## config.mk

```make
export PLATFORM = sky130hd
export DESIGN_NAME = sspg_div
export DESIGN_NICKNAME = d
export VERILOG_FILES = /design/src/rtl/sspg_pkg.sv /design/src/rtl/sspg_div.sv
export SDC_FILE = /design/constraint.sdc
export NUM_CORES = 1
export LEC_CHECK = 0
export ABC_AREA = 1
export BUFFER_PORTS_ARGS = -buffer_cell sky130_fd_sc_hd__buf_4
export CORE_MARGIN = 2
export CORE_UTILIZATION = 52
export DETAILED_ROUTE_END_ITERATION = 16
export HOLD_SLACK_MARGIN = 0.06
export PLACE_DENSITY = 0.73
export SYNTH_ARGS = -nofsm -noshare
export SYNTH_HDL_FRONTEND = slang
export SYNTH_SLANG_ARGS = --single-unit
```

## constraint.sdc

```tcl
create_clock -name clk -period 10.95 [get_ports clk]
set_clock_uncertainty 0.15 [all_clocks]
set_input_delay 2.19 -clock clk [delete_from_list [all_inputs] [get_ports clk]]
set_output_delay 2.19 -clock clk [all_outputs]
set_load 0.05 [all_outputs]
```

## src/rtl/sspg_pkg.sv

```systemverilog
// sspg_pkg: constants, types and helper functions for the synthetic scene pixel generator
// used by every file under rtl; depends on nothing
`timescale 1ns / 1ps

package sspg_pkg;

    localparam int unsigned FRAME_WIDTH = 640;

    // hash mixer and salts
    localparam logic [31:0] HASH_MUL_A = 32'h7feb352d;
    localparam logic [31:0] HASH_MUL_B = 32'h846ca68b;
    localparam logic [31:0] COL_SALT   = 32'd7919;
    localparam logic [31:0] TREE_SALT  = 32'd2246822519;

    // configuration port
    localparam int CFG_IDX_W  = 3;
    localparam int CFG_DATA_W = 32;

    typedef enum logic [CFG_IDX_W-1:0] {
        REG_HORIZON_ROW    = 3'd0,
        REG_EXPOSURE_SCALE = 3'd1,
        REG_WARMTH         = 3'd2,
        REG_BIRD_X         = 3'd3,
        REG_BIRD_Y         = 3'd4,
        REG_BIRD_RX        = 3'd5,
        REG_BIRD_RY        = 3'd6,
        REG_FRAME_SEED     = 3'd7
    } cfg_reg_t;

    // reset values
    localparam logic [8:0]  RST_HORIZON  = 9'd216;
    localparam logic [23:0] RST_EXPOSURE = 24'd348160;
    localparam logic [15:0] RST_BIRD_X   = 16'd0;
    localparam logic [15:0] RST_BIRD_Y   = 16'd1382;
    localparam logic [23:0] RST_RX2      = 24'd33856;
    localparam logic [23:0] RST_RY2      = 24'd7225;
    localparam logic [47:0] RST_RXRY     = 48'd244609600;
    localparam logic [31:0] RST_SEED     = 32'd0;

    // sky color weights, Q1.10
    localparam logic [10:0] SKY_CR_BASE = 11'd737;
    localparam logic [10:0] SKY_CG_BASE = 11'd860;
    localparam logic [10:0] SKY_CB_BASE = 11'd1024;
    localparam logic [9:0]  SKY_REFL_TOP = 10'd973;
    localparam logic [9:0]  BIRD_REFL    = 10'd51;
    localparam logic [10:0] BIRD_WEIGHT  = 11'd1024;
    localparam logic [10:0] TREE_CR      = 11'd799;
    localparam logic [10:0] TREE_CG      = 11'd942;
    localparam logic [10:0] TREE_CB      = 11'd563;

    // pipelined divider shape
    localparam int DIV_NUM_W = 17;
    localparam int DIV_DEN_W = 9;
    localparam int DIV_QUO_W = 8;
    localparam int DIV_STEPS = 2;

    typedef struct packed {
        logic [8:0]         horizon;
        logic [23:0]        exposure;
        logic signed [15:0] bird_x;
        logic signed [15:0] bird_y;
        logic [31:0]        seed;
        logic [14:0]        w102;
        logic [10:0]        cr_base;
        logic [10:0]        cg;
        logic [10:0]        cb_base;
        logic [23:0]        rx2;
        logic [23:0]        ry2;
        logic [47:0]        rxry;
    } cfg_t;

    // trunc((2k-63)*64/5), division by 5 as reciprocal multiply
    function automatic logic signed [10:0] noise_of(input logic [5:0] k);
        logic signed [7:0] d;
        logic [5:0]        mag;
        logic [27:0]       prod;
        logic [9:0]        q;
        begin
            d    = $signed({1'b0, k, 1'b0}) - 8'sd63;
            mag  = d[7] ? 6'(-d) : 6'(d);
            prod = 28'({mag, 6'b0}) * 28'd52429;
            q    = prod[27:18];
            noise_of = d[7] ? -$signed({1'b0, q}) : $signed({1'b0, q});
        end
    endfunction

    // 195 + floor(184*b/255), division by 255 as reciprocal multiply
    function automatic logic [9:0] tree_refl_of(input logic [7:0] b);
        logic [15:0] p;
        logic [31:0] r;
        begin
            p = 16'(b) * 16'd184;
            r = 32'(p) * 32'd32897;
            tree_refl_of = 10'd195 + 10'(r[30:23]);
        end
    endfunction

endpackage

```

## src/rtl/sspg_div.sv

```systemverilog
// sspg_div: pipelined restoring divider, a fixed number of quotient bits per stage
// depends on sspg_pkg; the quotient must fit QUO_W bits
`timescale 1ns / 1ps

module sspg_div #(
    parameter int NUM_W = sspg_pkg::DIV_NUM_W,
    parameter int DEN_W = sspg_pkg::DIV_DEN_W,
    parameter int QUO_W = sspg_pkg::DIV_QUO_W
) (
    input  logic             clk,
    input  logic             en,
    input  logic [NUM_W-1:0] num,
    input  logic [DEN_W-1:0] den,
    output logic [QUO_W-1:0] quo
);

    localparam int STEPS = sspg_pkg::DIV_STEPS;
    localparam int NSTG  = QUO_W / STEPS;
    localparam int REM_W = (NUM_W > DEN_W + QUO_W) ? NUM_W : DEN_W + QUO_W;

    for (genvar s = 0; s < NSTG; s++)
    begin : g_stage
        logic [REM_W-1:0] rem_in;
        logic [QUO_W-1:0] quo_in;
        logic [REM_W-1:0] rem_next;
        logic [QUO_W-1:0] quo_next;
        logic [QUO_W-1:0] quo_s_reg;

        if (s == 0)
        begin : g_first
            assign rem_in = REM_W'(num);
            assign quo_in = '0;
        end
        else
        begin : g_rest
            assign rem_in = g_stage[s-1].g_keep_rem.rem_s_reg;
            assign quo_in = g_stage[s-1].quo_s_reg;
        end

        always_comb
        begin
            rem_next = rem_in;
            quo_next = quo_in;
            for (int j = 0; j < STEPS; j++)
            begin
                if (rem_next >= (REM_W'(den) << (QUO_W - 1 - s * STEPS - j)))
                begin
                    rem_next = rem_next - (REM_W'(den) << (QUO_W - 1 - s * STEPS - j));
                    quo_next[QUO_W - 1 - s * STEPS - j] = 1'b1;
                end
            end
        end

        always_ff @(posedge clk)
        begin
            if (en)
            begin
                quo_s_reg <= quo_next;
            end
        end

        if (s < NSTG - 1)
        begin : g_keep_rem
            logic [REM_W-1:0] rem_s_reg;

            always_ff @(posedge clk)
            begin
                if (en)
                begin
                    rem_s_reg <= rem_next;
                end
            end
        end
    end

    assign quo = g_stage[NSTG-1].quo_s_reg;

endmodule

```

**Yosys cells after proc, flatten, opt, wreduce, memory -nomap -nowiden**

Index checks and enable logic that the tools add are counted.

- Eq/ne operators: 0
- $mul: 0
- Muxes and demuxes: 9
- Shifts and indexed selects: 0
- Divide/modulo/power cells: 0
- Reduce and logical (&&, ||, !) cells: 0
- Bitwise operators: 0
- $lt $le $gt $ge: 8
- Add/sub/neg operators: 7

Operator list:

| operator | number |
|---|---|
| $mux W17 | 7 |
| $ge A17 B10 Y1 | 1 |
| $ge A17 B11 Y1 | 1 |
| $ge A17 B12 Y1 | 1 |
| $ge A17 B13 Y1 | 1 |
| $ge A17 B14 Y1 | 1 |
| $ge A17 B15 Y1 | 1 |
| $ge A17 B16 Y1 | 1 |
| $ge A17 B9 Y1 | 1 |
| $sub A17 B10 Y17 | 1 |
| $sub A17 B11 Y17 | 1 |
| $sub A17 B12 Y17 | 1 |
| $sub A17 B13 Y17 | 1 |
| $sub A17 B14 Y17 | 1 |
| $sub A17 B15 Y17 | 1 |
| $sub A17 B16 Y17 | 1 |
| $mux W1 | 2 |

- Output and inout bits: 8
- Bits in latches: 0
- Memories: 0
- Logic and storage cells: 37
- Input bits: 28
- Register bits: 71
- Bits in read-only memories: 0
- Bits in writable memories: 0

**Logic depth before layout (Yosys ltp)**

- Depth after elaboration: 4
- Mapped depth: 27
- Mapped depth without buffers: 27

**Least setup slack after synthesis**

No wires, ideal clock.

- Path type: input-to-reg
- Start point: input port den[1]
- End point: register g_stage[1].g_keep_rem.rem_s_reg[13], data pin
- Required time: 10.547 ns
- Data arrival time: 5.505 ns
- Setup slack: 5.042 ns
- Stages: 19
- Buffers on the path: 2
- Setup time: 0.253 ns
- Path through: inv_1 fa_1 nand3_1 nand3_2 nand3_2 nand3_1 nor2_4 clkbuf_1 o21ai_0 ha_1 a21oi_1 o21ai_0 a211oi_1 nand3_2 nor2_2 nand2_2 buf_6 nand3_1 nand2_1

- Longest elaborated chain between the ends: 4
- Elaborated cells between the ends (all ways): 6
- Classes of those cells: 2 x add/sub; 2 x order compare; 2 x mux

RTL lines:

| element | RTL line | text |
|---|---|---|
| from (decl) | sspg_div.sv:13 | `input logic [DEN_W-1:0] den,` |
| $sub A17 B14 Y17 or $ge A17 B14 Y1 (tied branches) | sspg_div.sv:48, sspg_div.sv:46 |  |
| $mux W17 | sspg_div.sv:46 | `if (rem_next >= (REM_W'(den) << (QUO_W - 1 - s * STEPS - j)))` |
| $sub A17 B13 Y17 or $ge A17 B13 Y1 (tied branches) | sspg_div.sv:48, sspg_div.sv:46 |  |
| $mux W17 * | sspg_div.sv:46 |  |
| via g_stage[1].rem_next[13] | sspg_div.sv:25 | `logic [REM_W-1:0] rem_next;` |
| to (signal assigned) | sspg_div.sv:70 | `rem_s_reg <= rem_next;` |
| to (decl) | sspg_div.sv:64 | `logic [REM_W-1:0] rem_s_reg;` |

Mark *: on every way through the listed nets, which the timed path passes. The rest lies on a longest branch.
A chain may end at the register's enable or synchronous reset.

**Worst setup path in the final report**

- Start point: input port den[1]
- End point: register g_stage[0].g_keep_rem.rem_s_reg[9], data pin

- Longest elaborated chain between the ends: 4
- Elaborated cells between the ends (all ways): 6
- Classes of those cells: 2 x add/sub; 2 x order compare; 2 x mux

RTL lines:

| element | RTL line |
|---|---|
| $sub A17 B16 Y17 or $ge A17 B16 Y1 (tied branches) | sspg_div.sv:48, sspg_div.sv:46 |
| $mux W17 | sspg_div.sv:46 |
| $sub A17 B15 Y17 or $ge A17 B15 Y1 (tied branches) | sspg_div.sv:48, sspg_div.sv:46 |
| $mux W17 * | sspg_div.sv:46 |
| via g_stage[0].rem_next[9] | sspg_div.sv:25 |
| to (signal assigned) | sspg_div.sv:70 |
| to (decl) | sspg_div.sv:64 |

Marks and branches as above.

==> qor.csv <==
stage;metric;value;unit
pwr;Max VDD drop;107;uV
route;wire length per cell;14.2;um
route;DRT antenna net count;0;
global_routing;antenna violations before repair;0;
global_routing;total track usage;24.4;%
clock_network;# hold bufs at CTS;0;
clock_network;CTS Sinks;71;
timing;Max Slew Vio Count;0;
route;DRT Wirelength;17300;um
synthesis;Ys Warns;0;
setup_path;R2R depth;23;
die;Ports;36;
die;initial core utilization;52.6;%
clock_network;clock-pin slew on the worst setup and hold paths;60;ps
placed_design;Final HPWL DP;13500;um
timing;RSZ-0062 raised after global routing;no;
setup_path;reg-to-reg startpoint;g_stage[1].g_keep_rem.rem_s_reg[3];
setup_path;WP data arrival;6310;ps
cells_and_area;max reg flops;51;
setup_path;cell family with most CP delay;simple AND/OR/NAND/NOR gates;
worst_hold_path;Hold EP;quo[3];
route;uppermost layer routed;met4;
run;Max Cap Violations;0;
setup_path;startpoint types;input pin;
route;Post-Route M1 WL;7740;um
global_routing;largest net degree at the start of global routing;72;
clock_network;PostCTS Resize Cnt;0;
setup_path;CP required;10890;ps
die;die area;14800;um2
synthesis;area leader, netlist;edfxtp_1;
global_routing;gr ovfl total;0;
setup_path;kind of end point of the critical path;flip-flop;
placed_design;count of input and output buffers;35;
die;Rows;43;
run_status;status;finished, final reports clean;
setup_path;Setup CP Type;input pin to flip-flop;
setup_path;CP Cell Sequence;buf_4 > inv_1 > fa_1 > nand2_1 > nand2_1 > o21ai_1 > o21ai_1 > nand2_1 > nand3_2 > inv_1 > o21ai_0 > ha_1 > nand3_1 > nand2_1 > nand2_1 > nand2_1 > nand2_1 > a31oi_1 > inv_1 > nand4_1 > nand2_1 > nand2_1;
cells_and_area;Area Overhead vs Synth;10.2;%
timing;hold_ws;267;ps
setup_path;R2R Setup Slk;6510;ps
clock_network;CTS buffer count;9;
route;met2 wire length;8290;um
cells_and_area;Sequential cell area;2130;um2
route;Iter 0 DRT Violations;360;
setup_path;Reg-to-Reg End;g_stage[2].g_keep_rem.rem_s_reg[14];
setup_path;Buf/Inv on CP;4;
placed_design;Area after DPL;7650;um2
cells_and_area;fillers;1287;
die;Chip Width;122;um
route;Vias/cell;5.33;
timing;fin crit period;6370;ps
setup_path;most used cell along the critical path;nand2_1;
timing;final hold viol count;0;
timing;Max Clock Freq;157;MHz
timing;Worst Tran Pin Value;909;ps
pwr;Static Leak;3.84;nW
route;First-pass DRT Iterations;5;
setup_path;max incr delay on CP;590;ps
timing;Finish-stage setup viols;0;
cells_and_area;most common cell after layout, fill and taps aside;nand2_1;
synthesis;count of cell types in the netlist;41;
cells_and_area;layout cells sized above 1;9.41;%
pwr;Power Density;268;nW/um2
cells_and_area;# nets final;1143;
worst_hold_path;hold path start;g_stage[2].quo_s_reg[3];
clock_network;Root Buffer;clkbuf_16;
cells_and_area;post-route cell area;7950;um2
synthesis;Syn Nets;1106;
route;Residual DRC;0;
route;Vias;6505;
synthesis;Yosys top cell area share;29.5;%
placed_design;GPL Wtd Cong;0.932;
clock_network;Max clock buf depth;2;
cells_and_area;commonest cells after routing, fill and taps aside;301 x nand2_1, 120 x inv_1, 81 x nor2_1;
synthesis;cell area after synthesis;7220;um2
die;die span in y;122;um
timing;headroom to the max-slew limit;39.4;%
synthesis;sequential fraction of the synthesis area;29.5;%
cells_and_area;Inserted Diodes;0;
cells_and_area;area taken by multi-input logic gates;4540;um2
timing;Tcrit/Tclk final;58.1;%
clock_network;Setup Buffers After CTS;0;
setup_path;Slowest-stage cell, CP;inv_1;
setup_path;Worst Path Max Fanout;15;
die;floorplan core area;13700;um2
worst_hold_path;hold crit path type;flip-flop to flip-flop;
clock_network;Worst-Skew Late Latency;340;ps
synthesis;synth top area cells;edfxtp_1 30%, nand2_1 16%, ha_1 12%;
global_routing;number of global-route vias before repair;6176;
clock_network;TritonCTS clock tree;done;
timing;Setup TNS;0;ps
global_routing;first-pass GRT wire length;28100;um
synthesis;Gate Count Post-Synth;999;
worst_hold_path;hold depth;0;
route;met3 WL;492;um
clock_network;htree depth;3;
synthesis;Syn Area/Cell;7.22;um2
synthesis;#FFs+latches synth;71;
[cells by family (layout without fill, tap and decap cells)]
family	count (synthesis)	count (layout)	share of synthesized area, %
buf+inv	139	181	7.53
compound gates	131	131	10.1
simple gates	532	532	32.7
xor+xnor	47	47	5.70
flops	71	71	29.5
fa+ha+maj	79	79	14.4
[layout make-up]
cell class / count / share of cell area [%]
Clock inverter: 5 / 0.912
Timing Repair Buffer: 35 / 3.30
Multi-Input combinational cell: 789 / 57.1
Inverter: 130 / 6.13
Clock buffer: 11 / 2.93
Tap cell: 180 / 2.83
Sequential cell: 71 / 26.8
[worst register-to-register path, stage by stage (launching register included)]
cell      delay [ps]
edfxtp_1         380
inv_1             70
ha_1             180
inv_1             80
fa_1             410
nand3_1          120
nand2_2          110
nand3_2           90
nand2_2           80
nand2_2          100
nand3_4          160
inv_2            250
o21ai_0          230
ha_1             250
a21oi_1          200
o21ai_0          140
nand2_1           80
nand3_1           60
a31oi_1          380
nand2_2          120
nor2_4           110
nand3_4          190
inv_2            200
a21oi_1           60
[per-stage QoR]
step	power, W	util (%)	std cells	setup WS (ps)
after floorplan	0.00156	-	999	5040
after global placement	0.00180	55.8	1205	4380
after detailed placement	0.00182	55.8	1205	4210
after CTS	0.00213	58.0	1221	4560
after global routing	0.00235	58.0	1221	4060
final	0.00213	58.0	1221	4580
[metal layers]
metal / track usage, % / vias up
met5: 0 / -
met4: 12.2 / 0
met3: 3.79 / 57
met2: 42.4 / 131
met1: 29.2 / 2918
li1: - / 3399
[synth_stat cells (all sizes together)]
cell type  number
nand2         314
inv           129
nor2           90
nand3          81
ha             72
edfxtp         71
o21ai          52
a21oi          51
xor2           28
xnor2          19
nor3           18
nand4          16
a21o            8
fa              7
a31oi           6
buf             5
or2             5
clkbuf          4
o21bai          4
a21boi          3
nand3b          3
nor4            3
o21a            3
and3            2
o31ai           2
a211oi          1
clkinv          1
o211ai          1
[worst max path at each step]
stage	depth (start not counted)	startpoint	slack, ps	end
after floorplan	19	den[1]	5040	g_stage[1].g_keep_rem.rem_s_reg[13]
after global placement	20	den[1]	4380	g_stage[0].g_keep_rem.rem_s_reg[15]
after detailed placement	22	den[1]	4210	g_stage[0].g_keep_rem.rem_s_reg[9]
after CTS	22	den[1]	4560	g_stage[0].g_keep_rem.rem_s_reg[9]
after global routing	22	den[1]	4060	g_stage[0].g_keep_rem.rem_s_reg[9]
final	22	den[1]	4580	g_stage[0].g_keep_rem.rem_s_reg[9]
[power breakdown]
| part | internal, W | switching, W |
|---|---|---|
| Clock | 0.000197 | 0.000106 |
| Combinational | 0.000513 | 0.000822 |
| Sequential | 0.000433 | 0.0000619 |
| Total | 0.00114 | 0.000989 |
No activity file was read; power rests on OpenSTA's default activity.
