**config.mk**
```make
export PLATFORM = sky130hd
export DESIGN_NAME = sspg_mix32
export DESIGN_NICKNAME = d
export VERILOG_FILES = /design/src/rtl/sspg_pkg.sv /design/src/rtl/sspg_mix32.sv
export SDC_FILE = /design/constraint.sdc
export NUM_CORES = 1
export LEC_CHECK = 0
export BUFFER_PORTS_ARGS = -buffer_cell sky130_fd_sc_hd__buf_2
export CORE_ASPECT_RATIO = 0.5
export CORE_UTILIZATION = 50
export DETAILED_ROUTE_END_ITERATION = 10
export PLACE_DENSITY_LB_ADDON = 0.12
export SYNTH_ARGS = -nofsm -noshare
export SYNTH_HDL_FRONTEND = slang
export SYNTH_SLANG_ARGS = --single-unit
```
**constraint.sdc**
```tcl
create_clock -name clk -period 18 [get_ports clk]
set_input_delay 0.9 -clock clk [delete_from_list [all_inputs] [get_ports clk]]
set_output_delay 0.9 -clock clk [all_outputs]
set_load 0.01 [all_outputs]
```
**src/rtl/sspg_pkg.sv**
```systemverilog
// sspg_pkg: constants, types and helper functions for the synthetic scene pixel generator
// used by every file under rtl; depends on nothing
`timescale 1ns / 1ps

package sspg_pkg;

    localparam int unsigned FRAME_WIDTH = 640;

    // hash mixer and salts
    localparam logic [31:0] HASH_MUL_A = 32'h7feb352d;
    localparam logic [31:0] HASH_MUL_B = 32'h846ca68b;
    localparam logic [31:0] COL_SALT   = 32'd7919;
    localparam logic [31:0] TREE_SALT  = 32'd2246822519;

    // configuration port
    localparam int CFG_IDX_W  = 3;
    localparam int CFG_DATA_W = 32;

    typedef enum logic [CFG_IDX_W-1:0] {
        REG_HORIZON_ROW    = 3'd0,
        REG_EXPOSURE_SCALE = 3'd1,
        REG_WARMTH         = 3'd2,
        REG_BIRD_X         = 3'd3,
        REG_BIRD_Y         = 3'd4,
        REG_BIRD_RX        = 3'd5,
        REG_BIRD_RY        = 3'd6,
        REG_FRAME_SEED     = 3'd7
    } cfg_reg_t;

    // reset values
    localparam logic [8:0]  RST_HORIZON  = 9'd216;
    localparam logic [23:0] RST_EXPOSURE = 24'd348160;
    localparam logic [15:0] RST_BIRD_X   = 16'd0;
    localparam logic [15:0] RST_BIRD_Y   = 16'd1382;
    localparam logic [23:0] RST_RX2      = 24'd33856;
    localparam logic [23:0] RST_RY2      = 24'd7225;
    localparam logic [47:0] RST_RXRY     = 48'd244609600;
    localparam logic [31:0] RST_SEED     = 32'd0;

    // sky color weights, Q1.10
    localparam logic [10:0] SKY_CR_BASE = 11'd737;
    localparam logic [10:0] SKY_CG_BASE = 11'd860;
    localparam logic [10:0] SKY_CB_BASE = 11'd1024;
    localparam logic [9:0]  SKY_REFL_TOP = 10'd973;
    localparam logic [9:0]  BIRD_REFL    = 10'd51;
    localparam logic [10:0] BIRD_WEIGHT  = 11'd1024;
    localparam logic [10:0] TREE_CR      = 11'd799;
    localparam logic [10:0] TREE_CG      = 11'd942;
    localparam logic [10:0] TREE_CB      = 11'd563;

    // pipelined divider shape
    localparam int DIV_NUM_W = 17;
    localparam int DIV_DEN_W = 9;
    localparam int DIV_QUO_W = 8;
    localparam int DIV_STEPS = 2;

    typedef struct packed {
        logic [8:0]         horizon;
        logic [23:0]        exposure;
        logic signed [15:0] bird_x;
        logic signed [15:0] bird_y;
        logic [31:0]        seed;
        logic [14:0]        w102;
        logic [10:0]        cr_base;
        logic [10:0]        cg;
        logic [10:0]        cb_base;
        logic [23:0]        rx2;
        logic [23:0]        ry2;
        logic [47:0]        rxry;
    } cfg_t;

    // trunc((2k-63)*64/5), division by 5 as reciprocal multiply
    function automatic logic signed [10:0] noise_of(input logic [5:0] k);
        logic signed [7:0] d;
        logic [5:0]        mag;
        logic [27:0]       prod;
        logic [9:0]        q;
        begin
            d    = $signed({1'b0, k, 1'b0}) - 8'sd63;
            mag  = d[7] ? 6'(-d) : 6'(d);
            prod = 28'({mag, 6'b0}) * 28'd52429;
            q    = prod[27:18];
            noise_of = d[7] ? -$signed({1'b0, q}) : $signed({1'b0, q});
        end
    endfunction

    // 195 + floor(184*b/255), division by 255 as reciprocal multiply
    function automatic logic [9:0] tree_refl_of(input logic [7:0] b);
        logic [15:0] p;
        logic [31:0] r;
        begin
            p = 16'(b) * 16'd184;
            r = 32'(p) * 32'd32897;
            tree_refl_of = 10'd195 + 10'(r[30:23]);
        end
    endfunction

endpackage

```
**src/rtl/sspg_mix32.sv**
```systemverilog
// sspg_mix32: two-stage pipelined 32-bit integer hash mixer
// depends on sspg_pkg for the multiplier constants
`timescale 1ns / 1ps

module sspg_mix32 (
    input  logic        clk,
    input  logic        en,
    input  logic [31:0] din,
    output logic [31:0] dout
);

    logic [31:0] m1_reg;
    logic [31:0] m2_reg;
    logic [31:0] m1_next;
    logic [31:0] m2_next;

    always_comb
    begin
        m1_next = (din ^ (din >> 16)) * sspg_pkg::HASH_MUL_A;
        m2_next = (m1_reg ^ (m1_reg >> 15)) * sspg_pkg::HASH_MUL_B;
        dout    = m2_reg ^ (m2_reg >> 16);
    end

    always_ff @(posedge clk)
    begin
        if (en)
        begin
            m1_reg <= m1_next;
            m2_reg <= m2_next;
        end
    end

endmodule

```
; After elaboration in Yosys (flattened, before gate mapping)
; Index checks and enable logic that the tools add are counted.
; Widths: inputs -> output; s select.
[classes]
n_mul = 2
bitwise = 3
[ops]
columns = op, n
row1 = $xor 32x16->32, 2
row2 = $mul 32x31->32 const B, 1
row3 = $mul 32x32->32 const B, 1
row4 = $xor 32x17->32, 1
[word_totals]
output_inout_bits = 32
in_bits = 34
elab_cells = 7
register_bits = 64

; Longest topological paths before layout
; Gate-level depths: netlist of run 1.
[logic_depth]
ltp_word = 2
mapped_depth = 26
ltp_nobuf = 25

; Least setup slack after synthesis of run 1
; No wires, ideal clock.
[synth_timing]
path_kind = input-to-reg
startpoint = in din[11]
endpoint = reg m1_reg[31], data pin
required_ps = 17740
arrival_time_ps = 6871
setup_slack_ps = 10869
cell_stages = 23
cell_sequence = xnor2_1 inv_1 ha_1 inv_1 fa_1 fa_1 fa_1 fa_1 inv_1 fa_1 fa_1 inv_1 fa_1 inv_1 ha_1 inv_1 o31ai_1 a21oi_1 a21oi_1 o21ai_0 a21oi_1 a41oi_1 xnor2_1
[synth_between]
elab_chain_len = 2
[synth_rtl]
columns = element, line_no
row1 = from (decl), sspg_mix32.sv:8  ; input logic [31:0] din,
row2 = $xor 32x16->32, sspg_mix32.sv:19  ; m1_next = (din ^ (din >> 16)) * sspg_pkg::HASH_MUL_A;
row3 = $mul 32x31->32, sspg_mix32.sv:19
row4 = via m1_next[31], sspg_mix32.sv:14  ; logic [31:0] m1_next;
row5 = to (signal assigned), sspg_mix32.sv:28  ; m1_reg <= m1_next;
row6 = to (decl), sspg_mix32.sv:12  ; logic [31:0] m1_reg;
; The timed path passes the listed nets, and every way through them passes these cells.
; A chain may end at the register's enable or synchronous reset.

; Worst setup path in the final report of run 1
[layout_timing]
startpoint = in din[25]
endpoint = reg m1_reg[31], data pin
; Same word-level chain as after synthesis.

==> reports/qor.txt, run 1 <==
FILL cells - 3,476
Setup violators final - 0
Htree depth - 3
EDFF count, synth - 64
Die outline area - 39,300 um2
Antenna violations before repair - 0
GP Congestion - 0.937
First-pass GRT wire length - 72.2 mm
Distinct cell type count after synthesis - 55
WL met2 - 21.5 mm
CP max stage delay - 730 ps
DRT iter0 DRCs - 566
Final setup TNS - 0 ps
Routed via count - 12,100
Root Buffer - clkbuf_16
Commonest cells in the netlist - inv_1 (572), ha_1 (369), fa_1 (346)
Most used DFF post-synth - edfxtp_1
Post-Synth Adder-Cell Area - 60.0%
Synth Area in Simple Gates - 3.07%
Crit path max fanout - 6
Die W - 279 um
Hold Crit Class - reg2reg
Worst Path Required - 18,110 ps
Vias in the first global route - 12,800
I/O pin count - 66
Core Rows - 50
Post-synthesis mux area share - 0.0520%
DRC viols - 0
Synth top area cells - fa_1 (36%), ha_1 (24%), inv_1 (11%)
CTS tree - done
Register Area - 1920 um2
Gr ovfl total - 0
DRT Pass-1 Iters - 5
CP Cell Sequence - buf_2 -> xnor2_1 -> inv_1 -> ha_1 -> inv_1 -> fa_1 -> fa_1 -> inv_1 -> fa_1 -> fa_1 -> fa_1 -> fa_1 -> inv_1 -> fa_1 -> inv_1 -> ha_1 -> inv_1 -> o31ai_1 -> a21oi_1 -> a21oi_1 -> o21ai_0 -> a21oi_1 -> a41oi_1 -> xnor2_1
Sink Count - 64
Initial core utilization - 51.1%
CP Data Arrival Time - 8150 ps
Share of layout cells above drive strength 1 - 5.43%
Fmax - 124 MHz
Relative max-transition margin - 33.6%
Crit share post-route - 44.7%
Largest family of logic cells by synthesized area - adder cells
Share of flip-flops with an asynchronous set or reset - 0%
CP bufs+invs - 7
Final hold violation count - 0
Clk_lat worst skew - 370 ps
Post-Syn Area per Cell - 10.3 um2
Via density - 4.93
Ant diodes - 0
DRT met1 WL - 21.5 mm
Clock slew at reported path FFs - 60 ps
Post-synthesis sequential area ratio - 9.99%
Final nets - 2,681
Syn Nets - 2,610
Total track usage - 25.0%
Worst setup EP type - register
# port buffers - 65
Cell mode on critical path - fa_1
Max stage delay cell, worst path - xnor2_1
Startpoint type of the worst setup path - input port
Wirelength per Cell - 18.9 um
Postcts setup bufs - 0
Post-synthesis register bit count - 64
CTS buffer count - 9
RSZ-0062 raised after global routing - false
Minimum clock period - 8040 ps
Mapped Cells - 1,861
Footprint of the multi-input gates - 15,000 um2
Core box area - 37,700 um2
Die H - 141 um
Met3 routed WL - 1.78 mm
Worst slew pin tran - 992 ps
WL final - 46.3 mm
Post-route ant nets - 0
Synth Area in Compound Gates - 5.12%
Max cap viols - 0
Most common cell in the synthesized netlist - inv_1
Layout Skew - 12.2 ps
Synthesis-to-layout area growth - 6.18%
Worst path top cell family by delay - adder cells
Max Slew Vio Count - 0
# resized after CTS - 0
Top layer reached by signal wires - met4
CTS Buffer Depth - 2
Pin count of the biggest net entering global routing - 65
Outcome - finished clean
# hold bufs at CTS - 0
Xor/xnor cell area share of the yosys netlist - 9.92%
Yosys top cell by area - fa_1
WS Path Type - in2reg
Post-DP HPWL - 41.2 mm
Yosys warnings - 0
Synth top area share - 36.0%
Post-synth design cell area - 19,200 um2
[logic make-up after synthesis]
group / Yosys count
mux: 1
xor+xnor: 215
flops: 64
compound gates: 151
fa+ha+maj: 715
buf+inv: 593
simple gates: 122
[path summary, 6_finish.rpt]
check             start         end  slack [ps]  cells past startpoint
max             din[25]  m1_reg[31]        9960                     24
min           m1_reg[0]   m2_reg[0]         820                      2
max reg2reg  m1_reg[24]  m2_reg[26]       10370                     23
min reg2reg   m1_reg[0]   m2_reg[0]         820                      2
[area by class of cell]
| cell class | instances | area share (%) |
|---|---|---|
| timing repair buffer | 79 | 2.11 |
| clock buffer | 10 | 1.12 |
| inverter | 574 | 10.5 |
| clock inverter | 3 | 0.0612 |
| tap | 520 | 3.18 |
| sequential | 64 | 9.40 |
| multi-input combinational | 1204 | 73.6 |
[worst register-to-register path, delay by kind of cell, from the launching register on]
family | cells | cell delay, ps
AO/OA/AOI/OAI | 5 | 940
AND/OR/NAND/NOR | 3 | 760
buffers and inverters | 5 | 510
adder cells (fa/ha/maj) | 9 | 3950
flip-flops | 1 | 570
XOR/XNOR | 1 | 650
[layout by cell type, fill, tap and decap left out, types with 2 or more instances in the layout]
cell,count
or3_1,4
and2_1,11
edfxtp_1,64
nor2_1,35
o311ai_0,2
and4_1,2
o21bai_1,13
and3_1,6
nand4_1,2
a21o_1,23
a31oi_1,6
xnor2_1,146
nand2_1,30
o21a_1,4
or2_2,4
clkbuf_16,9
fa_1,346
nand3_1,10
a311oi_2,2
a41oi_1,2
o21ai_0,27
buf_4,14
nor3_1,6
a21boi_0,2
inv_1,572
a211oi_1,3
buf_2,65
xor2_1,67
nor2b_1,3
ha_1,369
clkinv_1,3
nand2b_1,5
a21oi_1,49
a21oi_2,2
o211ai_1,4
[per-stage QoR]
step           setup WS, ps  std cells  instance area (um2)  hold slack (ps)  utilization [%]
2_1_floorplan         10870       1861                19200              741                -
3_3_place_gp           9800       2441                20200              816             53.6
3_5_place_dp           9620       2441                20200              806             53.6
4_1_cts                9990       2454                20400              822             54.3
5_1_grt                9630       2454                20400              847             54.3
6_report               9960       2454                20400              822             54.3
[per-layer routing]
layer | track usage (%) | up-vias
li1 | - | 5821
met1 | 34.1 | 5968
met2 | 41.1 | 249
met3 | 3.50 | 61
met4 | 8.28 | 0
met5 | 0 | -
Power of run 1 is not shown: default switching activity piles up to over one toggle a cycle in this logic, so the estimate is an artifact.
==> run 2, diff against run 1 <==
==> constraint.sdc (replaced) <==
create_clock -name clk -period 7.4 [get_ports clk]
set_input_delay 0.37 -clock clk [delete_from_list [all_inputs] [get_ports clk]]
set_output_delay 0.37 -clock clk [all_outputs]
set_load 0.01 [all_outputs]
==> reports/qor.txt, run 2 (same netlist as run 1, synthesis figures left out) <==
Synthesis-to-layout area growth - 7.79%
Crit share post-route - 95.1%
Final hold violation count - 0
Share of layout cells above drive strength 1 - 7.20%
# hold bufs at CTS - 0
CTS buffer count - 9
Wirelength per Cell - 18.5 um
CP Cell Sequence - xnor2_1 -> inv_1 -> ha_1 -> ha_1 -> fa_1 -> inv_1 -> fa_1 -> inv_1 -> fa_1 -> fa_1 -> fa_1 -> fa_1 -> ha_1 -> and3_1 -> a2111oi_1 -> o21ai_1 -> a21oi_1 -> o21a_1 -> a31oi_1 -> xnor2_1
Core box area - 37,700 um2
Worst slew pin tran - 832 ps
Vias in the first global route - 13,200
Hold Crit Class - in2reg
First-pass GRT wire length - 72.9 mm
CTS Buffer Depth - 2
WL final - 46.2 mm
Sink Count - 64
Hold wc startpoint - en
RSZ-0062 raised after global routing - false
Outcome - finished clean
Cell mode on critical path - fa_1
Placement Cell Area - 20,500 um2
Max cap viols - 0
Post-DP HPWL - 41.7 mm
FILL cells - 3,391
Setup violators final - 0
Die W - 279 um
DRT iter0 DRCs - 554
Commonest non-fill, non-tap cell in the layout - inv_1
Antenna violations before repair - 0
Clk_lat worst skew - 350 ps
Die outline area - 39,300 um2
DRT Pass-1 Iters - 5
Relative max-transition margin - 44.2%
Fmax - 142 MHz
Reg-to-reg critical path endpoint - m2_reg[31]
Final setup TNS - 0 ps
Htree depth - 3
Worst Path Required - 7470 ps
Routed via count - 12,300
Worst setup EP type - register
Layout Skew - 4.62 ps
Minimum clock period - 7040 ps
Footprint of the multi-input gates - 15,000 um2
Startpoint type of the worst setup path - register
Max Slew Vio Count - 0
CP Data Arrival Time - 7110 ps
Die H - 141 um
Max stage delay cell, worst path - fa_1
Finished layout cell area - 20,700 um2
RR Startpoint - m1_reg[24]
Post-route ant nets - 0
# port buffers - 65
Register Area - 1920 um2
Worst hold stages - 2
Via density - 4.94
Pin count of the biggest net entering global routing - 65
Hold EP - m2_reg[4]
Postcts setup bufs - 0
Final nets - 2,716
Root Buffer - clkbuf_16
Clock slew at reported path FFs - 50 ps
Core Rows - 50
CP max stage delay - 580 ps
Total track usage - 24.8%
DRC viols - 0
Initial core utilization - 51.1%
WS Path Type - reg2reg
Crit path max fanout - 5
GP Congestion - 0.969
Gr ovfl total - 0
Worst R2R Setup Slack - 360 ps
I/O pin count - 66
CTS tree - done
Worst Reg2Reg Path Length in Cells - 20
Commonest non-fill, non-tap cells in the layout - inv_1 (572), ha_1 (369), fa_1 (346), xnor2_1 (146), xor2_1 (66)
Ant diodes - 0
## run 2: cell type report
cell class,count,share of cell area (%)
multi-input combinational,1204,72.5
inverter,574,10.4
sequential,64,9.26
timing repair buffer,114,3.34
tap,520,3.14
clock buffer,10,1.10
clock inverter,6,0.241
## run 2: metal layers
layer	global-route usage [%]	part of all wire, %	vias up
met5	0	0	-
met1	33.8	46	6101
li1	-	-	5895
met3	2.82	3.9	55
met4	6.01	2.1	0
met2	42.6	48	253
## run 2: through the flow
step | setup slack, ps | hold slack (ps) | cells | utilization (%)
after floorplan | 776 | 482 | 1861 | -
after global placement | 178 | 828 | 2476 | 54.3
after detailed placement | 119 | 823 | 2476 | 54.3
after CTS | 87.5 | 754 | 2492 | 55.1
after global routing | 34.8 | 790 | 2492 | 55.1
final | 361 | 745 | 2492 | 55.1
## run 2: critical path: cells and delay by family, from the launching register on
family / cells / cell delay [ps]
and+or+nand+nor: 1 / 220
adders and majority gates: 9 / 3930
xor gates and xnor gates: 2 / 490
buffers and inverters: 3 / 300
AOI/OAI and AO/OA: 5 / 1350
DFF: 1 / 460
## run 2: how the worst max path moves through the flow
stage	slack, ps	startpoint	to	cells past startpoint
floorplan	780	m1_reg[23]	m2_reg[26]	22
global route	30	m1_reg[24]	m2_reg[31]	22
global placement	180	m1_reg[29]	m2_reg[31]	19
finish	360	m1_reg[24]	m2_reg[31]	20
CTS	90	m1_reg[29]	m2_reg[31]	19
detailed placement	120	m1_reg[29]	m2_reg[31]	19
## run 2: what timing repair did
item | CTS | global route
endpoints found under the setup margin | 0 | 1
gates resized for setup | 0 | 2
endpoints found under the hold margin | 0 | 0
Power of run 2 is left out for the same reason.
