==> src/rtl/sspg_pkg.sv <==
// sspg_pkg: constants, types and helper functions for the synthetic scene pixel generator
// used by every file under rtl; depends on nothing
`timescale 1ns / 1ps

package sspg_pkg;

    localparam int unsigned FRAME_WIDTH = 640;

    // hash mixer and salts
    localparam logic [31:0] HASH_MUL_A = 32'h7feb352d;
    localparam logic [31:0] HASH_MUL_B = 32'h846ca68b;
    localparam logic [31:0] COL_SALT   = 32'd7919;
    localparam logic [31:0] TREE_SALT  = 32'd2246822519;

    // configuration port
    localparam int CFG_IDX_W  = 3;
    localparam int CFG_DATA_W = 32;

    typedef enum logic [CFG_IDX_W-1:0] {
        REG_HORIZON_ROW    = 3'd0,
        REG_EXPOSURE_SCALE = 3'd1,
        REG_WARMTH         = 3'd2,
        REG_BIRD_X         = 3'd3,
        REG_BIRD_Y         = 3'd4,
        REG_BIRD_RX        = 3'd5,
        REG_BIRD_RY        = 3'd6,
        REG_FRAME_SEED     = 3'd7
    } cfg_reg_t;

    // reset values
    localparam logic [8:0]  RST_HORIZON  = 9'd216;
    localparam logic [23:0] RST_EXPOSURE = 24'd348160;
    localparam logic [15:0] RST_BIRD_X   = 16'd0;
    localparam logic [15:0] RST_BIRD_Y   = 16'd1382;
    localparam logic [23:0] RST_RX2      = 24'd33856;
    localparam logic [23:0] RST_RY2      = 24'd7225;
    localparam logic [47:0] RST_RXRY     = 48'd244609600;
    localparam logic [31:0] RST_SEED     = 32'd0;

    // sky color weights, Q1.10
    localparam logic [10:0] SKY_CR_BASE = 11'd737;
    localparam logic [10:0] SKY_CG_BASE = 11'd860;
    localparam logic [10:0] SKY_CB_BASE = 11'd1024;
    localparam logic [9:0]  SKY_REFL_TOP = 10'd973;
    localparam logic [9:0]  BIRD_REFL    = 10'd51;
    localparam logic [10:0] BIRD_WEIGHT  = 11'd1024;
    localparam logic [10:0] TREE_CR      = 11'd799;
    localparam logic [10:0] TREE_CG      = 11'd942;
    localparam logic [10:0] TREE_CB      = 11'd563;

    // pipelined divider shape
    localparam int DIV_NUM_W = 17;
    localparam int DIV_DEN_W = 9;
    localparam int DIV_QUO_W = 8;
    localparam int DIV_STEPS = 2;

    typedef struct packed {
        logic [8:0]         horizon;
        logic [23:0]        exposure;
        logic signed [15:0] bird_x;
        logic signed [15:0] bird_y;
        logic [31:0]        seed;
        logic [14:0]        w102;
        logic [10:0]        cr_base;
        logic [10:0]        cg;
        logic [10:0]        cb_base;
        logic [23:0]        rx2;
        logic [23:0]        ry2;
        logic [47:0]        rxry;
    } cfg_t;

    // trunc((2k-63)*64/5), division by 5 as reciprocal multiply
    function automatic logic signed [10:0] noise_of(input logic [5:0] k);
        logic signed [7:0] d;
        logic [5:0]        mag;
        logic [27:0]       prod;
        logic [9:0]        q;
        begin
            d    = $signed({1'b0, k, 1'b0}) - 8'sd63;
            mag  = d[7] ? 6'(-d) : 6'(d);
            prod = 28'({mag, 6'b0}) * 28'd52429;
            q    = prod[27:18];
            noise_of = d[7] ? -$signed({1'b0, q}) : $signed({1'b0, q});
        end
    endfunction

    // 195 + floor(184*b/255), division by 255 as reciprocal multiply
    function automatic logic [9:0] tree_refl_of(input logic [7:0] b);
        logic [15:0] p;
        logic [31:0] r;
        begin
            p = 16'(b) * 16'd184;
            r = 32'(p) * 32'd32897;
            tree_refl_of = 10'd195 + 10'(r[30:23]);
        end
    endfunction

endpackage

==> src/rtl/sspg_intf.sv <==


interface sspg_cfg_if;
    logic                             valid;
    logic                             ready;
    logic [sspg_pkg::CFG_IDX_W-1:0]  index;
    logic [sspg_pkg::CFG_DATA_W-1:0] data;
    modport source (output valid, output index, output data, input ready);
    modport sink   (input valid, input index, input data, output ready);
endinterface

==> src/rtl/sspg_cfg_regs.sv <==
// sspg_cfg_regs: register file for frame-level settings plus derived color and ellipse terms
// depends on sspg_pkg and sspg_cfg_if
`timescale 1ns / 1ps

module sspg_cfg_regs (
    input  logic             clk,
    input  logic             rst_n,
    sspg_cfg_if.sink         cfg,
    output sspg_pkg::cfg_t   regs
);

    logic [8:0]         horizon_reg;
    logic [23:0]        exposure_reg;
    logic signed [15:0] bird_x_reg;
    logic signed [15:0] bird_y_reg;
    logic [31:0]        seed_reg;
    logic [14:0]        w102_reg;
    logic [10:0]        cr_base_reg;
    logic [10:0]        cg_reg;
    logic [10:0]        cb_base_reg;
    logic [23:0]        rx2_reg;
    logic [23:0]        ry2_reg;
    logic [47:0]        rxry_reg;

    logic [8:0]  warm_clamp;
    logic [16:0] warm_r;
    logic [16:0] warm_g;
    logic [16:0] warm_b;
    logic [23:0] half_axis_sq;
    logic        wr;

    assign cfg.ready = 1'b1;
    assign wr = cfg.valid && cfg.ready;

    always_comb
    begin
        warm_clamp   = (cfg.data[8:0] > 9'd256) ? 9'd256 : cfg.data[8:0];
        warm_r       = 17'(warm_clamp) * 17'd307;
        warm_g       = 17'(warm_clamp) * 17'd82;
        warm_b       = 17'(warm_clamp) * 17'd369;
        half_axis_sq = 24'(cfg.data[11:0]) * 24'(cfg.data[11:0]);
    end

    always_ff @(posedge clk or negedge rst_n)
    begin
        if (!rst_n)
        begin
            horizon_reg  <= sspg_pkg::RST_HORIZON;
            exposure_reg <= sspg_pkg::RST_EXPOSURE;
            bird_x_reg   <= sspg_pkg::RST_BIRD_X;
            bird_y_reg   <= sspg_pkg::RST_BIRD_Y;
            seed_reg     <= sspg_pkg::RST_SEED;
            w102_reg     <= '0;
            cr_base_reg  <= sspg_pkg::SKY_CR_BASE;
            cg_reg       <= sspg_pkg::SKY_CG_BASE;
            cb_base_reg  <= sspg_pkg::SKY_CB_BASE;
            rx2_reg      <= sspg_pkg::RST_RX2;
            ry2_reg      <= sspg_pkg::RST_RY2;
            rxry_reg     <= sspg_pkg::RST_RXRY;
        end
        else
        begin
            // ellipse bound is registered from the squared half-axes and follows them in the next cycle
            rxry_reg <= 48'(rx2_reg) * 48'(ry2_reg);
            if (wr)
            begin
                unique case (sspg_pkg::cfg_reg_t'(cfg.index))
                    sspg_pkg::REG_HORIZON_ROW:    horizon_reg  <= cfg.data[8:0];
                    sspg_pkg::REG_EXPOSURE_SCALE: exposure_reg <= cfg.data[23:0];
                    sspg_pkg::REG_WARMTH:
                    begin
                        w102_reg    <= 15'(warm_clamp) * 15'd102;
                        cr_base_reg <= sspg_pkg::SKY_CR_BASE + 11'(warm_r[16:8]);
                        cg_reg      <= sspg_pkg::SKY_CG_BASE - 11'(warm_g[16:8]);
                        cb_base_reg <= sspg_pkg::SKY_CB_BASE - 11'(warm_b[16:8]);
                    end
                    sspg_pkg::REG_BIRD_X:     bird_x_reg <= cfg.data[15:0];
                    sspg_pkg::REG_BIRD_Y:     bird_y_reg <= cfg.data[15:0];
                    sspg_pkg::REG_BIRD_RX:    rx2_reg    <= half_axis_sq;
                    sspg_pkg::REG_BIRD_RY:    ry2_reg    <= half_axis_sq;
                    sspg_pkg::REG_FRAME_SEED: seed_reg   <= cfg.data;
                    default: ;
                endcase
            end
        end
    end

    always_comb
    begin
        regs.horizon  = horizon_reg;
        regs.exposure = exposure_reg;
        regs.bird_x   = bird_x_reg;
        regs.bird_y   = bird_y_reg;
        regs.seed     = seed_reg;
        regs.w102     = w102_reg;
        regs.cr_base  = cr_base_reg;
        regs.cg       = cg_reg;
        regs.cb_base  = cb_base_reg;
        regs.rx2      = rx2_reg;
        regs.ry2      = ry2_reg;
        regs.rxry     = rxry_reg;
    end

endmodule

==> src/flat_wrapper.sv <==
// flat-port wrapper written by rule: the top's interface ports become plain ports
module sspg_cfg_regs_flat 
  (clk, rst_n, regs, cfg_valid, cfg_index, cfg_data, cfg_ready);
  sspg_cfg_if cfg_i ();
  input  logic clk;
  input  logic rst_n;
  output sspg_pkg::cfg_t regs;
  input wire logic [$bits(cfg_i.valid)-1:0] cfg_valid;
  input wire logic [$bits(cfg_i.index)-1:0] cfg_index;
  input wire logic [$bits(cfg_i.data)-1:0] cfg_data;
  output wire logic [$bits(cfg_i.ready)-1:0] cfg_ready;
  assign cfg_i.valid = cfg_valid;
  assign cfg_i.index = cfg_index;
  assign cfg_i.data = cfg_data;
  assign cfg_ready = cfg_i.ready;
  sspg_cfg_regs u_core (.clk(clk), .rst_n(rst_n), .cfg(cfg_i), .regs(regs));
endmodule
==> config.mk <==
export PLATFORM = sky130hd
export DESIGN_NAME = sspg_cfg_regs_flat
export DESIGN_NICKNAME = d
export VERILOG_FILES = /design/src/rtl/sspg_pkg.sv /design/src/rtl/sspg_intf.sv /design/src/rtl/sspg_cfg_regs.sv /design/src/flat_wrapper.sv
export SDC_FILE = /design/constraint.sdc
export NUM_CORES = 2
export LEC_CHECK = 0
export ABC_AREA = 1
export BUFFER_PORTS_ARGS = -buffer_cell sky130_fd_sc_hd__buf_4
export CORE_ASPECT_RATIO = 0.8
export CORE_MARGIN = 5
export CORE_UTILIZATION = 25
export CTS_BUF_LIST = sky130_fd_sc_hd__clkbuf_8
export CTS_CLUSTER_DIAMETER = 100
export DETAILED_ROUTE_END_ITERATION = 6
export MAX_ROUTING_LAYER = met4
export PLACE_DENSITY_LB_ADDON = 0.3
export SETUP_SLACK_MARGIN = 0.4
export SLEW_MARGIN = 20
export SYNTH_ARGS = -nofsm -noshare
export SYNTH_HDL_FRONTEND = slang
export SYNTH_SLANG_ARGS = --single-unit
export TNS_END_PERCENT = 1
==> constraint.sdc <==
create_clock -name clk -period 9.2 [get_ports clk]
set_clock_uncertainty 0.2 [all_clocks]
set_input_delay 0.46 -clock clk [delete_from_list [all_inputs] [get_ports clk]]
set_output_delay 0.46 -clock clk [all_outputs]
set_load 0.05 [all_outputs]
* Word-level counts from Yosys, hierarchy flattened *
Index checks and enable logic that the tools add are counted.
W data, S select, Z words.

storage, ports and cells
  memories = 0
  input bits = 38
  bits in read-only memories = 0
  memory bits (writable) = 0
  flip-flop bits (word level) = 240
  output and inout port bits = 242
  bits in latches = 0

operators by class
  multiply operators = 6
  order comparisons = 1
  shifts and indexed selects = 0
  div/mod/pow operators = 0
  bitwise operators = 0
  equality and inequality tests = 7
  reductions and logical operators = 9
  add/sub/neg operators = 3
  multiplexer cells = 1

operators by type and width
  kind                     count
  $mul A24 B24 Y48         1
  $mul A9 B9 Y17 const B   2
  $mul A12 B12 Y24         1
  $reduce_and A2 Y1        8
  $mul A9 B6 Y15 const B   1
  $mul A9 B6 Y14 const B   1
  $eq A3 B3 Y1 const B     4
  $add A10 B9 Y11 const A  1
  $sub A10 B8 Y11 const A  1
  $sub A11 B9 Y11 const A  1
  $gt A9 B9 Y1 const B     1
  $mux W9                  1
  $eq A3 B2 Y1 const B     2
  $eq A3 B1 Y1 const B     1
  $logic_not A3 Y1         1

* Depth between registers and ports, before layout *
  depth in word-level cells = 4
  gate-level depth with buffers = 30
  depth with buffers taken out = 29

* Worst setup path before layout *
No wires, ideal clock.

  path kind = reg2reg
  start = reg u_core.ry2_reg[3]
  end = reg u_core.rxry_reg[44]
  cell stages (with the launch flop) = 29
  setup time = 117 ps
  required time = 8883 ps
  path slack = 2576 ps
  period minus slack after synthesis = 6624 ps
  arrival = 6307 ps
  path through = dfstp_2 -> clkbuf_1 -> nand2_1 -> fa_1 -> inv_1 -> fa_1 -> inv_1 -> fa_1 -> inv_1 -> fa_1 -> inv_1 -> fa_1 -> inv_1 -> fa_1 -> inv_1 -> fa_1 -> inv_1 -> ha_1 -> nand2_1 -> nor2_1 -> inv_1 -> o21ai_0 -> nand2_1 -> nand3_1 -> nand2_1 -> o211ai_1 -> nand3_1 -> nand4_1 -> nand2_1

on the way
  longest elaborated chain between the ends = 1

RTL lines
  element                 line                 RTL
  start, declared         sspg_cfg_regs.sv:22  logic [23:0] ry2_reg;
  start signal, assigned  sspg_cfg_regs.sv:58  ry2_reg <= sspg_pkg::RST_RY2;
  start signal, assigned  sspg_cfg_regs.sv:80  sspg_pkg::REG_BIRD_RY: ry2_reg <= half_axis_sq;
  $mul A24 B24 Y48        sspg_cfg_regs.sv:64  rxry_reg <= 48'(rx2_reg) * 48'(ry2_reg);
  end signal, assigned    sspg_cfg_regs.sv:59  rxry_reg <= sspg_pkg::RST_RXRY;
  end signal, assigned    sspg_cfg_regs.sv:64
  end, declared           sspg_cfg_regs.sv:23  logic [47:0] rxry_reg;

No other way between the ends.
A chain may end at the register's enable or synchronous reset.

* Final worst setup path *
  start = reg u_core.rx2_reg[17]
  end = reg u_core.rxry_reg[42]

on the way
  longest elaborated chain between the ends = 1

RTL lines
  element                 line                 RTL
  start, declared         sspg_cfg_regs.sv:21  logic [23:0] rx2_reg;
  start signal, assigned  sspg_cfg_regs.sv:57  rx2_reg <= sspg_pkg::RST_RX2;
  start signal, assigned  sspg_cfg_regs.sv:79  sspg_pkg::REG_BIRD_RX: rx2_reg <= half_axis_sq;
  $mul A24 B24 Y48        sspg_cfg_regs.sv:64

No other way between the ends.

==> flow_summary.yaml <==
cts:
  cts_tree: "yes"
  cts.sinks: 235
  htree_num_levels: 2
  clock_latency_on_the_worst_skew_pair_ps: 650
  cts_root_buffer_type: "clkbuf_8"
  cts-buffers-inserted: 47
  clockBufferDepth: 3
  clk_transition_reported_paths_ps: 70
  cts_resized: 0
  cts.repair_timing.setup_buffer_count: 0
timing:
  timing.final.crit_share: 0.8104
  post-route-min-period_ps: 7456
  setup_viol: 0
  achievable-frequency_ghz: 0.1341
  rsz0062_at_grt: "false"
  slew_headroom: 0.2583
  hold_violations_final: 0
  timing_worst_slew_pin_value_ps: 1113
  finalMaxSlewViolations: 0
  timing.setup.tns_ps: 0
final_layout:
  finalNetCount: 5556
  n_fill_cell: 15287
  largest_reg_flops: 47
  multi_input_area_mm2: 0.02455
  regArea_mm2: 0.005939
  ratio_of_cells_with_drive_above_1_in_the_final_layout: 0.1099
  layout_common_cells: "inv_1, nand2_1, fa_1"
  areaGrowthSynthToFinish_pct: 15.63
  layout.cells.most_common: "inv_1"
hold_path:
  min_path_cells: 3
  hold_path.startpoint: "cfg_data[3]"
  timing.hold.worst.class: "primary input to flip-flop"
  whs_endpoint: "u_core.horizon_reg[3]"
synthesis:
  synth-seq-cells: 235
  ys_seq_area_frac: 0.1677
  synthDominantCellAreaShare: 0.3222
  synth_enable_flop_cells: 0
  post_synth_top_area_cell: "fa_1"
  synthesis.area_mm2: 0.03541
  yosys-top-cells-area: "fa_1, dfrtp_1, ha_1, inv_1, nand2_1"
  synth_cell_types: 54
  syn_area_per_cell_um2: 8.205
  synthesis.instances: 4316
  count_of_warnings_emitted_by_yosys: 0
  postSynth.topFlopCell: "dfrtp_1"
  synth_async_sr_flop_share: 1.000
route:
  firstDrtPassIters: 6
  totalWireLength_um: 109100
  detail_route.wl_per_cell_um: 16.81
  route.detailed.drc: 0
  viasPerCell: 4.246
  antenna_left: 0
  drt_iter0_drcs: 1561
  dr_total_vias: 27564
setup_path:
  timing.reg2reg.setup_slack_ps: 1740
  critical_path_arrival_ps: 7760
  cp_slowest_cell: "dfrtp_1"
  cp_cell_sequence: "buf_4 > nand2_1 > fa_1 > inv_1 > fa_1 > inv_1 > fa_1 > inv_1 > fa_1 > fa_1 > fa_1 > inv_1 > fa_1 > inv_1 > ha_1 > a21oi_1 > o211ai_1 > a21oi_1 > o21ai_2 > nand2_1 > nand2_1 > nand3_1 > nand2_1 > xor2_1"
  cpLargestDelayFamily: "adder cells"
  rr_startpoint: "u_core.rx2_reg[17]"
  timing.critical_path.from_type: "flip-flop"
  timing.critical_path.buf_inv: 6
  timing.rr.end: "u_core.rxry_reg[42]"
  critical-path-top-cell-by-count: "fa_1"
  length_in_cells_of_the_worst_reg_to_reg_path: 24
  critPathMaxFanout: 20
  worstPathRequired_ps: 9500
  crit_path_max_incr_delay_ps: 1010
  worstSetupPathType: "flip-flop to flip-flop"
  setup.worst_path.end_class: "flip-flop"
die:
  row_count: 123
  initial_utilization: 0.2518
  total_die_area_mm2: 0.1493
  die_w_um: 430.8
  die_y_um: 346.6
  io_pins: 280
  coreArea_mm2: 0.1407
global_routing:
  initial_antenna_violation_count: 2
  grt_first_pass_wirelength_um: 171000
  gr_util_all_layers: 0.1498
  grt_pass1_vias: 28992
  grt_start_max_net_pins: 96
  grt_overflow_total: 0
status:
  run_status: "completed"
placement:
  place.gp.congestion: 0.9118
  place_hpwl_um: 88310
  buffer_ports.inserted: 272
run:
  max_cap_check_violation_count: 0
[kinds of logic (layout without fill, tap and decap cells)]
kind of cell             Yosys count  in the layout  share of synthesized area
AO/OA/AOI/OAI                    335            335                    0.05247
XOR/XNOR                          89             89                    0.02286
adder cells (fa/ha/maj)          944            944                     0.4544
buffers and inverters           1324           1604                     0.1412
flip-flops                       235            235                     0.1677
multiplexers                      22             22                   0.006996
other                              2             22                  0.0002121
AND/OR/NAND/NOR                 1365           1365                     0.1542
[tightest hold or removal path: stages]
cell and delay, ps:
buf_4 180, inv_1 220, o21ai_0 130
[area by class of cell]
| class | count | area share |
|---|---|---|
| Clock buffer | 53 | 0.01781 |
| Tap cell | 1875 | 0.05729 |
| Inverter | 1176 | 0.1078 |
| Multi-Input combinational cell | 2774 | 0.5995 |
| Clock inverter | 35 | 0.008372 |
| Timing Repair Buffer | 340 | 0.06395 |
| Antenna cell | 3 | 0.0001833 |
| Sequential cell | 235 | 0.1450 |
[how the worst max path moves through the flow]
stage | cells after the start | startpoint | to
after floorplan | 28 | u_core.ry2_reg[3] | u_core.rxry_reg[44]
after global placement | 24 | u_core.rx2_reg[17] | u_core.rxry_reg[42]
after detailed placement | 24 | u_core.rx2_reg[17] | u_core.rxry_reg[42]
after CTS | 24 | u_core.rx2_reg[17] | u_core.rxry_reg[42]
after global routing | 26 | u_core.rx2_reg[17] | u_core.rxry_reg[42]
final | 24 | u_core.rx2_reg[17] | u_core.rxry_reg[42]
[repair_timing]
action / 4_1_cts / 5_1_grt
endpoints found under the hold margin: 111 / 0
hold buffers: 22 / 0
endpoints found under the setup margin: 0 / 0
[metal layers]
metal  GRT usage  up-vias  share of wire
li1            -    13146              -
met1      0.2014    13582           0.45
met2      0.2387      742           0.46
met3     0.02940       94          0.067
met4     0.02475        0          0.018
met5           -        -              0
[cell usage after synthesis (3+ instances only)]
cell and number:
fa_1 570, nand2_2 11, o21ai_0 148, ha_1 374, o21ai_1 5, nor4_1 4, and3_1 4, a31oi_1 21
dfrtp_1 189, nand3b_1 6, xor2_2 3, o21bai_1 11, buf_2 3, nand3_1 87, o21ai_2 5, xor2_1 43
nor2_1 150, dfstp_2 46, nand2_1 1055, a21o_1 10, o211ai_1 6, or2_2 7, inv_1 1173, a21oi_1 112
xnor2_1 42, buf_4 7, a21oi_2 3, mux2_2 22, nand4_1 18, clkbuf_1 136, nand2_4 4, nor3_1 9
[per-stage QoR]
| step | worst slack [ps] | hold slack, ps | instances | utilization | area [um^2] |
|---|---|---|---|---|---|
| floorplan | 2576 | -35.59 | 4333 | - | 35480 |
| global placement | 1711 | 258.1 | 6378 | 0.2818 | 39640 |
| detailed placement | 1795 | 262.4 | 6378 | 0.2818 | 39640 |
| CTS | 1792 | 82.76 | 6488 | 0.2910 | 40930 |
| global route | 1347 | 125.0 | 6490 | 0.2911 | 40950 |
| finish | 1744 | 137.2 | 6491 | 0.2911 | 40950 |
Power is not shown: default switching activity piles up to over one toggle a cycle in this logic, so the estimate is an artifact.
